File: config.mk
export PLATFORM = sky130hd
export DESIGN_NAME = single_pole_iir_filter
export DESIGN_NICKNAME = d
export VERILOG_FILES = /design/src/hw/rtl/spif_pkg.sv /design/src/hw/rtl/single_pole_iir_filter.sv /design/src/hw/rtl/spif_div.sv /design/src/hw/rtl/spif_dp.sv /design/src/hw/rtl/spif_ctrl.sv
export SDC_FILE = /design/constraint.sdc
export NUM_CORES = 1
export LEC_CHECK = 0
export ABC_AREA = 1
export BUFFER_PORTS_ARGS = -buffer_cell sky130_fd_sc_hd__buf_2
export CAP_MARGIN = 0
export CORE_ASPECT_RATIO = 0.7
export CORE_MARGIN = 2
export CORE_UTILIZATION = 55
export CTS_CLUSTER_SIZE = 16
export DETAILED_ROUTE_END_ITERATION = 8
export GPL_ROUTABILITY_DRIVEN = 1
export PLACE_DENSITY = 0.74
export SYNTH_ARGS = -nofsm -noshare
export SYNTH_HDL_FRONTEND = slang
export SYNTH_SLANG_ARGS = --single-unit
File: constraint.sdc
create_clock -name clk -period 5.8 [get_ports clk]
set_input_delay 1.16 -clock clk [delete_from_list [all_inputs] [get_ports clk]]
set_output_delay 1.16 -clock clk [all_outputs]
set_load 0.01 [all_outputs]
File: src/hw/rtl/spif_pkg.sv
// Shared types and constants for the single-pole IIR filter.
// No dependencies; every other file of the block imports this package.
package spif_pkg;

	localparam int SAMPLE_W = 16;                 // input sample width
	localparam int REG_W    = 16;                 // configuration register width
	localparam int ACC_W    = 32;                 // accumulator and output width
	localparam int PROD_W   = SAMPLE_W + REG_W + 2; // full signed product width
	localparam int MAG_W    = ACC_W + 1;          // magnitude of the difference
	localparam int DIV_STEPS = MAG_W;             // one quotient bit per cycle
	localparam int CNT_W    = $clog2(DIV_STEPS + 1);
	localparam int IDX_W    = 1;

	// Configuration register indexes
	typedef enum logic [IDX_W-1:0] {
		REG_SCALE   = 1'b0,
		REG_DIVISOR = 1'b1
	} reg_idx_t;

	// Controller states
	typedef enum logic [2:0] {
		S_IDLE,
		S_MUL,
		S_DIFF,
		S_DIV,
		S_WRITE
	} state_t;

	// Commands from the controller to the datapath
	typedef struct packed {
		logic load;   // capture sample and effective registers
		logic mul;    // register the scaled sample
		logic diff;   // form the difference and start the divider
		logic commit; // update accumulator and output register
	} ctrl_cmd_t;

	// Status from the datapath to the controller
	typedef struct packed {
		logic div_busy;
	} dp_status_t;

endpackage

File: src/hw/rtl/single_pole_iir_filter.sv
// Single-pole integer IIR filter (exponential moving average), top level.
// Depends on spif_pkg, spif_ctrl, spif_dp and spif_div.
//
// Usage:
//   Input channel: sample with in_valid / in_stall. A beat is taken when
//   in_valid is high and in_stall is low. Output channel: filtered with
//   out_valid / out_stall, taken when out_valid is high and out_stall low.
//   Config port: cfg_we, cfg_index (0 = scale, 1 = smoothing_divisor),
//   cfg_data; write only while no sample is in flight.
// Sequence:
//   One sample at a time. After a beat is taken it passes through the
//   multiply step, the difference step, the bit-serial divider (which
//   yields the quotient one bit at a time), a step to see the divider
//   finish and the commit step. A new sample is taken the cycle after
//   commit; the serial divider takes most of the time per sample.
// Reset: registers return to 1, the filter is unprimed, no output beat.
// Stall: the result stays in the output register; the next sample is
//   still taken and processed, and waits to commit until the slot frees.
module single_pole_iir_filter (
	input  logic                                 clk,
	input  logic                                 arst_n,
	input  logic                                 cfg_we,
	input  logic [spif_pkg::IDX_W-1:0]           cfg_index,
	input  logic [spif_pkg::REG_W-1:0]           cfg_data,
	input  logic                                 in_valid,
	output logic                                 in_stall,
	input  logic signed [spif_pkg::SAMPLE_W-1:0] sample,
	output logic                                 out_valid,
	input  logic                                 out_stall,
	output logic signed [spif_pkg::ACC_W-1:0]    filtered
);
	import spif_pkg::*;

	ctrl_cmd_t  cmd;
	dp_status_t status;

	spif_ctrl u_ctrl (
		.clk       (clk),
		.arst_n    (arst_n),
		.in_valid  (in_valid),
		.in_stall  (in_stall),
		.out_valid (out_valid),
		.out_stall (out_stall),
		.cmd       (cmd),
		.status    (status)
	);

	spif_dp u_dp (
		.clk       (clk),
		.arst_n    (arst_n),
		.cfg_we    (cfg_we),
		.cfg_index (cfg_index),
		.cfg_data  (cfg_data),
		.sample    (sample),
		.cmd       (cmd),
		.status    (status),
		.filtered  (filtered)
	);

endmodule

File: src/hw/rtl/spif_div.sv
// Restoring unsigned divider, one quotient bit per cycle.
// Depends on spif_pkg for widths.
module spif_div (
	input  logic                          clk,
	input  logic                          arst_n,
	input  logic                          start,
	input  logic [spif_pkg::MAG_W-1:0]    dividend,
	input  logic [spif_pkg::REG_W-1:0]    divisor,
	output logic                          busy,
	output logic [spif_pkg::MAG_W-1:0]    quotient
);
	import spif_pkg::*;

	logic             busy_q;
	logic [CNT_W-1:0] cnt_q;
	logic [REG_W-1:0] rem_q;
	logic [MAG_W-1:0] quo_q;
	logic [REG_W:0]   trial;
	logic             fits;

	// Shift in the next dividend bit and try the subtraction
	assign trial = {rem_q, quo_q[MAG_W-1]};
	assign fits  = (trial >= {1'b0, divisor});

	// Sequence control
	always_ff @(posedge clk or negedge arst_n) begin
		if (!arst_n) begin
			busy_q <= 1'b0;
			cnt_q  <= '0;
		end else if (start) begin
			busy_q <= 1'b1;
			cnt_q  <= CNT_W'(DIV_STEPS);
		end else if (busy_q) begin
			cnt_q <= cnt_q - CNT_W'(1);
			if (cnt_q == CNT_W'(1)) begin
				busy_q <= 1'b0;
			end
		end
	end

	// Remainder and quotient shift registers
	always_ff @(posedge clk) begin
		if (start) begin
			rem_q <= '0;
			quo_q <= dividend;
		end else if (busy_q) begin
			rem_q <= fits ? REG_W'(trial - {1'b0, divisor}) : trial[REG_W-1:0];
			quo_q <= {quo_q[MAG_W-2:0], fits};
		end
	end

	assign busy     = busy_q;
	assign quotient = quo_q;

endmodule

File: src/hw/rtl/spif_dp.sv
// Datapath of the single-pole IIR filter: registers, multiply, difference,
// divider and accumulator. Depends on spif_pkg and spif_div.
module spif_dp (
	input  logic                              clk,
	input  logic                              arst_n,
	input  logic                              cfg_we,
	input  logic [spif_pkg::IDX_W-1:0]        cfg_index,
	input  logic [spif_pkg::REG_W-1:0]        cfg_data,
	input  logic signed [spif_pkg::SAMPLE_W-1:0] sample,
	input  spif_pkg::ctrl_cmd_t               cmd,
	output spif_pkg::dp_status_t              status,
	output logic signed [spif_pkg::ACC_W-1:0] filtered
);
	import spif_pkg::*;

	logic [REG_W-1:0]           scale_q;
	logic [REG_W-1:0]           divisor_q;
	logic signed [SAMPLE_W-1:0] sample_q;
	logic [REG_W-1:0]           scale_eff_q;
	logic [REG_W-1:0]           k_eff_q;
	logic signed [PROD_W-1:0]   prod_full;
	logic [ACC_W-1:0]           prod_q;
	logic                       primed_q;
	logic [ACC_W-1:0]           acc_q;
	logic [ACC_W-1:0]           base;
	logic [ACC_W-1:0]           base_q;
	logic [MAG_W-1:0]           diff;
	logic [MAG_W-1:0]           mag;
	logic                       neg_q;
	logic                       div_busy;
	logic [MAG_W-1:0]           quo;
	logic [MAG_W-1:0]           step;
	logic [ACC_W-1:0]           acc_new;
	logic [ACC_W-1:0]           filtered_q;

	// Configuration registers
	always_ff @(posedge clk or negedge arst_n) begin
		if (!arst_n) begin
			scale_q   <= REG_W'(1);
			divisor_q <= REG_W'(1);
		end else if (cfg_we) begin
			unique case (reg_idx_t'(cfg_index))
				REG_SCALE:   scale_q   <= cfg_data;
				REG_DIVISOR: divisor_q <= cfg_data;
				default: ;
			endcase
		end
	end

	// Capture the sample and the effective scale and divisor
	always_ff @(posedge clk) begin
		if (cmd.load) begin
			sample_q    <= sample;
			scale_eff_q <= (scale_q == '0) ? REG_W'(1) : scale_q;
			k_eff_q     <= (divisor_q == '0) ? REG_W'(1) : divisor_q;
		end
	end

	// Scale the sample; the product always fits the accumulator width
	assign prod_full = sample_q * $signed({1'b0, scale_eff_q});

	always_ff @(posedge clk) begin
		if (cmd.mul) begin
			prod_q <= prod_full[ACC_W-1:0];
		end
	end

	// First sample loads the accumulator with the scaled input
	assign base = primed_q ? acc_q : prod_q;
	assign diff = {prod_q[ACC_W-1], prod_q} - {base[ACC_W-1], base};
	assign mag  = diff[MAG_W-1] ? (~diff + MAG_W'(1)) : diff;

	always_ff @(posedge clk) begin
		if (cmd.diff) begin
			base_q <= base;
			neg_q  <= diff[MAG_W-1];
		end
	end

	spif_div u_div (
		.clk      (clk),
		.arst_n   (arst_n),
		.start    (cmd.diff),
		.dividend (mag),
		.divisor  (k_eff_q),
		.busy     (div_busy),
		.quotient (quo)
	);

	// Restore the sign of the truncated quotient and add it in
	assign step    = neg_q ? (~quo + MAG_W'(1)) : quo;
	assign acc_new = base_q + step[ACC_W-1:0];

	// Filter state
	always_ff @(posedge clk or negedge arst_n) begin
		if (!arst_n) begin
			primed_q <= 1'b0;
			acc_q    <= '0;
		end else if (cmd.commit) begin
			primed_q <= 1'b1;
			acc_q    <= acc_new;
		end
	end

	// Output register
	always_ff @(posedge clk) begin
		if (cmd.commit) begin
			filtered_q <= acc_new;
		end
	end

	assign status.div_busy = div_busy;
	assign filtered        = $signed(filtered_q);

endmodule

File: src/hw/rtl/spif_ctrl.sv
// Controller of the single-pole IIR filter: sequences one sample through
// the datapath and owns both handshakes. Depends on spif_pkg.
module spif_ctrl (
	input  logic                 clk,
	input  logic                 arst_n,
	input  logic                 in_valid,
	output logic                 in_stall,
	output logic                 out_valid,
	input  logic                 out_stall,
	output spif_pkg::ctrl_cmd_t  cmd,
	input  spif_pkg::dp_status_t status
);
	import spif_pkg::*;

	state_t state_q;
	state_t state_d;
	logic   out_valid_q;
	logic   slot_free;

	// Output register is free when empty or being taken this cycle
	assign slot_free = !out_valid_q || !out_stall;

	always_ff @(posedge clk or negedge arst_n) begin
		if (!arst_n) begin
			state_q <= S_IDLE;
		end else begin
			state_q <= state_d;
		end
	end

	// Next state and commands
	always_comb begin
		state_d = state_q;
		cmd     = '0;
		unique case (state_q)
			S_IDLE: begin
				if (in_valid) begin
					cmd.load = 1'b1;
					state_d  = S_MUL;
				end
			end
			S_MUL: begin
				cmd.mul = 1'b1;
				state_d = S_DIFF;
			end
			S_DIFF: begin
				cmd.diff = 1'b1;
				state_d  = S_DIV;
			end
			S_DIV: begin
				if (!status.div_busy) begin
					state_d = S_WRITE;
				end
			end
			S_WRITE: begin
				if (slot_free) begin
					cmd.commit = 1'b1;
					state_d    = S_IDLE;
				end
			end
			default: state_d = S_IDLE;
		endcase
	end

	// Hold the result beat until taken
	always_ff @(posedge clk or negedge arst_n) begin
		if (!arst_n) begin
			out_valid_q <= 1'b0;
		end else begin
			out_valid_q <= cmd.commit || (out_valid_q && out_stall);
		end
	end

	assign in_stall  = (state_q != S_IDLE);
	assign out_valid = out_valid_q;

`ifndef ASSERT_OFF
	a_commit_free: assert property (@(posedge clk) disable iff (!arst_n)
		cmd.commit |-> !(out_valid_q && out_stall))
		else $error("result committed over an untaken beat");
	a_accept_mul: assert property (@(posedge clk) disable iff (!arst_n)
		(in_valid && !in_stall) |=> (state_q == S_MUL))
		else $error("accepted beat did not enter the multiply step");
	a_rose_write: assert property (@(posedge clk) disable iff (!arst_n)
		$rose(out_valid_q) |-> $past(state_q == S_WRITE))
		else $error("output raised outside the write step");
`endif

endmodule

## After elaboration in Yosys (flattened, before gate mapping)

Index checks and enable logic that the tools add are counted.

| operators by class | value |
|---|---|
| add/subtract/negate cells | 6 |
| multiply operators | 1 |
| $lt $le $gt $ge | 1 |
| equality and inequality tests | 8 |
| muxes and demuxes | 21 |
| bitwise logic cells | 3 |
| reduce and logical (&&, ||, !) cells | 13 |

Operators by type and width:

| kind | count |
|---|---|
| two-way mux 33 bit | 3 |
| two-way mux 32 bit | 2 |
| adder 33 x 1 -> 33 bit (second input constant) | 1 |
| inverter 33 bit | 1 |
| subtractor 32 x 32 -> 33 bit | 1 |
| adder 32 x 1 -> 32 bit (second input constant) | 1 |
| adder 32 bit | 1 |
| zero test 16 bit | 2 |
| multiplier 16 x 17 -> 32 bit | 1 |
| inverter 32 bit | 1 |
| greater-or-equal comparator 17 x 16 -> 1 bit | 1 |
| two-way mux 16 bit | 1 |
| subtractor 16 bit | 1 |
| one-hot mux 3 bit (5 select lines) | 1 |
| two-way mux 6 bit | 2 |
| two-way mux 1 bit | 9 |
| two-way mux 3 bit | 3 |
| == test 3 x 2 -> 1 bit (second input constant) | 2 |
| == test 6 x 1 -> 1 bit (second input constant) | 1 |
| subtractor 6 x 1 -> 6 bit (second input constant) | 1 |
| != test 2 bit (second input constant) | 2 |
| AND reduction 2 bit | 2 |
| == test 3 x 1 -> 1 bit (second input constant) | 1 |
| == test 3 bit (second input constant) | 1 |
| 9 further kinds | 11 |

| word-level totals | value |
|---|---|
| flip-flop bits (word level) | 270 |
| input port bits | 38 |
| output and inout bits | 34 |
| word-level logic and storage cells | 70 |

## Logic depth before layout (Yosys ltp)

| logic depth | value |
|---|---|
| depth after elaboration | 6 |
| gate-level depth with buffers | 26 |
| depth with buffers taken out | 24 |

## Hierarchy

A second synthesis with hierarchy kept.

| unflattened totals | value |
|---|---|
| cell total of the unflattened synthesis | 3416 |
| area total of the unflattened synthesis | 26342.8 sq um |

By module, submodules not included:

| module | instances | cells an instance | area an instance (sq um) | seq. area each (sq um) |
|---|---|---|---|---|
| spif_dp | 1 | 2886 | 22469.0 | 5983.2 |
| spif_div | 1 | 500 | 3656.0 | 1486.4 |
| spif_ctrl | 1 | 30 | 217.7 | 100.1 |

## Worst setup path before layout

Ideal clock, no wire load.

| timing path | value |
|---|---|
| path type | reg2reg |
| from | register u_dp.sample_q[7] |
| to | register u_dp.prod_q[22] (data pin) |
| library setup time | 265 ps |
| data arrival time | 5513 ps |
| required time | 5535 ps |
| slack | 21 ps |
| stages on the path, launching flop included | 22 |
| path buffers | 2 |
| period minus slack after synthesis | 5779 ps |
| cell sequence | edfxtp_1 > clkbuf_1 > clkbuf_1 > nand2_1 > fa_1 > inv_1 > fa_1 > fa_1 > fa_1 > fa_1 > inv_1 > fa_1 > inv_1 > ha_1 > a21oi_1 > o21a_1 > o21ai_0 > a21oi_1 > nor2_1 > nor2_1 > o21ai_0 > xor2_1 |

| between the ends | value |
|---|---|
| longest elaborated chain between the ends | 1 |

RTL lines:

| item | line | text |
|---|---|---|
| start: declaration | spif_dp.sv:18 | `logic signed [SAMPLE_W-1:0] sample_q;` |
| start signal: assignment | spif_dp.sv:53 | `sample_q <= sample;` |
| multiplier 16 x 17 -> 32 bit | spif_dp.sv:60 | `assign prod_full = sample_q * $signed({1'b0, scale_eff_q});` |
| named net u_dp.prod_full[22] | spif_dp.sv:21 | `logic signed [PROD_W-1:0] prod_full;` |
| end signal: assignment | spif_dp.sv:64 | `prod_q <= prod_full[ACC_W-1:0];` |
| end: declaration | spif_dp.sv:22 | `logic [ACC_W-1:0] prod_q;` |

The timed path passes the listed nets, and every way through them passes these cells.
A chain may end at the register's enable or synchronous reset.

## Final worst setup path

| timing path | value |
|---|---|
| from | register u_dp.scale_eff_q[6] |
| to | register u_dp.prod_q[29] (data pin) |

| between the ends | value |
|---|---|
| longest elaborated chain between the ends | 1 |

RTL lines:

| item | line | text |
|---|---|---|
| start: declaration | spif_dp.sv:19 | `logic [REG_W-1:0] scale_eff_q;` |
| start signal: assignment | spif_dp.sv:54 | `scale_eff_q <= (scale_q == '0) ? REG_W'(1) : scale_q;` |
| multiplier 16 x 17 -> 32 bit | spif_dp.sv:60 |  |
| named net u_dp.prod_full[29] | spif_dp.sv:21 |  |

The timed path passes the listed nets, and every way through them passes these cells.

==> flow_summary_export.csv <==
group,metric,value,unit
status,status,"complete, no violations",
floorplan,die_area,48100,sq um
yosys,muxShareOfSynthArea,0,%
clocking,cts_tree,"yes",
yosys,async_reset_ff_share,28.1,%
cells_and_area,final_cell_mix,"nand2_1, inv_1, fa_1, ha_1, edfxtp_1",
yosys,yosys.area_share.simple,21.3,%
cells_and_area,final_cell_area,28100,sq um
global_route,grt_pass1_vias,20900,
global_route,antenna_found_initial,0,
timing,clock_skew,33.0,ps
floorplan,fp-row-count,65,
global_route,grt_pass1_wl,109,mm
timing,hold_viol,0,
floorplan,die_x,261,microns
yosys,synth_top_family_by_area,"adder cells",
routing,drtPass1Iterations,6,
cells_and_area,nNetsFinal,3742,
global_route,grt_usage,28.8,%
placed_design,dp_hpwl,55.7,mm
yosys,synth_cells,3238,
yosys,synth_fa_ha_area_share,25.3,%
timing,rsz0062_at_grt,"true",
yosys,synth_warnings,0,
floorplan,ios,72,
cells_and_area,syn_to_final_growth,10.3,%
global_route,grt_overflow,0,
run,cap_violations,0,
clocking,cts.clk_slew.worst_paths,60,ps
routing,num_vias,21000,
global_route,grt_max_degree,64,
yosys,yosysSeqAreaShare,29.7,%
clocking,clkLatencyLatePin,590,ps
yosys,ys_ff_latch,270,
yosys,avgSynthCellArea,7.87,sq um
timing,maxSlewHeadroom,31.3,%
yosys,synthFlopType,"edfxtp_1",
worst_setup_path,cp.arrival,5950,ps
placed_design,globalplace.congestion,0.937,
cells_and_area,n_antenna_cell,0,
clocking,ctsRootBufferMaster,"clkbuf_16",
clocking,cts-htree-levels,1,
routing,finalWirelength,67.6,mm
clocking,numCtsBuffers,29,
routing,ant_nets,0,
yosys,synth_cell_type_count,57,
worst_setup_path,required,6110,ps
yosys,synthXorXnorAreaFrac,4.02,%
worst_setup_path,cp_max_fo,5,
yosys,synth_fp_nets,3673,
floorplan,die_height,184,microns
timing,fin_setup_tns,0,ps
floorplan,start_util,56.2,%
routing,wl_per_cell,17.2,microns
clocking,cts_sinks,270,
yosys,synthesis.area,25500,sq um
cells_and_area,layout_commonest_cell,"nand2_1",
worst_setup_path,start_kind,"flop",
placed_design,place_area,26800,sq um
clocking,clock_path_buffers,3,
routing,drt_iter0_drc,1644,
worst_hold_path,hold_class,"flop to flop",
yosys,synth-compound-area-share,8.00,%
timing,setup_viol,0,
timing,period_share,97.2,%
cells_and_area,drive_gt1_share,9.28,%
timing,fin_crit,5640,ps
timing,worst_pin_slew,1030,ps
routing,drc,0,
routing,via_per_inst,5.35,
worst_setup_path,crit_path_end_kind,"flop",
timing,max_freq,177,MHz
placed_design,port_buffers,71,
timing,slew_viol_final,0,
worst_setup_path,critical_path_class,"flop to flop",
floorplan,core_area,45400,sq um
yosys,synth_edf_count,178,
==> sequential cells by signal (all words and copies together), names as in the netlist <==
signal	count
u_dp.u_div.cnt_q	6
u_dp.u_div.busy	1
u_dp.scale_eff_q	16
u_dp.neg_q	1
u_dp.k_eff_q	16
u_dp.acc_q	32
u_ctrl.state_q	3
u_dp.scale_q	16
u_dp.primed_q	1
u_dp.u_div.quotient	33
u_dp.base_q	32
u_dp.u_div.rem_q	16
u_ctrl.out_valid	1
u_dp.prod_q	32
u_dp.filtered	32
u_dp.sample_q	16
u_dp.divisor_q	16
==> kinds of logic (layout without fill, tap and decap cells) <==
family                   count (synthesis)  count (layout)
AND/OR/NAND/NOR                       1293            1293
adder cells (fa/ha/maj)                397             397
flip-flops                             270             270
XOR/XNOR                               117             117
AO/OA/AOI/OAI                          368             368
buffers and inverters                  793             885
==> per-stage QoR <==
stage	utilization, %	setup WS [ps]	std cells	hold WS, ps
after detailed placement	59.0	48.9	3870	462
after floorplan	-	21.5	3238	441
after CTS	61.4	32.6	3924	476
final	61.9	160	3933	477
after global placement	59.0	107	3870	460
after global routing	61.9	-47.7	3933	496
==> worst max-delay path, stage by stage, from the launching register on <==
cell	delay, ps
edfxtp_1	510
buf_6	180
buf_4	140
nand2_1	50
inv_1	60
fa_1	550
fa_1	430
fa_1	520
fa_1	460
fa_1	500
inv_1	50
fa_1	470
inv_1	40
ha_1	320
nand2_1	150
nor4_2	340
nand2_1	80
o211ai_1	240
a21oi_1	120
xor2_1	150
==> layout make-up <==
class / instances / area [sq um]
fill: 4005 / 17300
multi-input combinational: 2175 / 15100
sequential: 270 / 7570
inverter: 670 / 2520
timing repair buffer: 161 / 1110
clock buffer: 38 / 852
tap: 603 / 754
clock inverter: 16 / 221
==> what timing repair did <==
item,CTS,global route
setup buffers,0,9
setup endpoints to repair,0,14
gates resized for setup,0,48
hold buffers,0,0
==> path summary, 6_finish.rpt <==
path,start,endpoint,slack [ps],cells after the start
setup / recovery,u_dp.scale_eff_q[6]$_SDFFCE_PN0P_,u_dp.prod_q[29]$_DFFE_PP_,160,19
hold / removal,u_dp.u_div.rem_q[13]$_SDFFE_PP0P_,u_dp.u_div.rem_q[13]$_SDFFE_PP0P_,480,2
setup reg to reg,u_dp.scale_eff_q[6]$_SDFFCE_PN0P_,u_dp.prod_q[29]$_DFFE_PP_,160,19
hold reg to reg,u_dp.u_div.rem_q[13]$_SDFFE_PP0P_,u_dp.u_div.rem_q[13]$_SDFFE_PP0P_,480,2
max in group asynchronous,arst_n,u_dp.scale_q[10]$_DFFE_PN0P_,4260,2
min in group asynchronous,arst_n,u_dp.acc_q[7]$_DFFE_PN0P_,490,1
==> layer usage <==
| metal | track usage (%) | vias to the layer above | share of wire [%] |
|---|---|---|---|
| li1 | - | 10200 | - |
| met1 | 40.9 | 9927 | 46 |
| met2 | 46.0 | 761 | 44 |
| met3 | 3.99 | 138 | 6.6 |
| met4 | 8.66 | 0 | 3.4 |
| met5 | 0 | - | 0 |
==> synth_stat cells, types with 5 or more instances <==
cell type | number | share of area, %
a221oi_1 | 5 | 0.17
and2_1 | 7 | 0.17
inv_1 | 666 | 9.8
nand3_2 | 5 | 0.20
nand4_1 | 29 | 0.71
fa_1 | 197 | 15
or2_2 | 11 | 0.27
nand2_2 | 22 | 0.54
nand3b_1 | 15 | 0.44
dfrtp_1 | 74 | 7.3
o21ai_1 | 9 | 0.18
o21ai_0 | 178 | 3.5
a31oi_1 | 9 | 0.22
buf_2 | 5 | 0.098
clkbuf_1 | 115 | 1.7
o22ai_1 | 6 | 0.15
nor4_1 | 14 | 0.34
o21bai_1 | 11 | 0.32
nand3_1 | 106 | 2.1
nor2_1 | 170 | 2.5
o211ai_1 | 7 | 0.21
ha_1 | 200 | 9.8
edfxtp_1 | 178 | 21
nand2_1 | 875 | 13
nor2_2 | 7 | 0.17
xnor2_1 | 35 | 1.2
xor2_1 | 82 | 2.8
nor3_1 | 21 | 0.41
a21oi_1 | 110 | 2.2
o21a_1 | 5 | 0.15
dfxtp_1 | 16 | 1.3
Power is left out: the tool's default activity adds up to more than one toggle a clock period on the data nets, which glitch-free logic cannot reach.
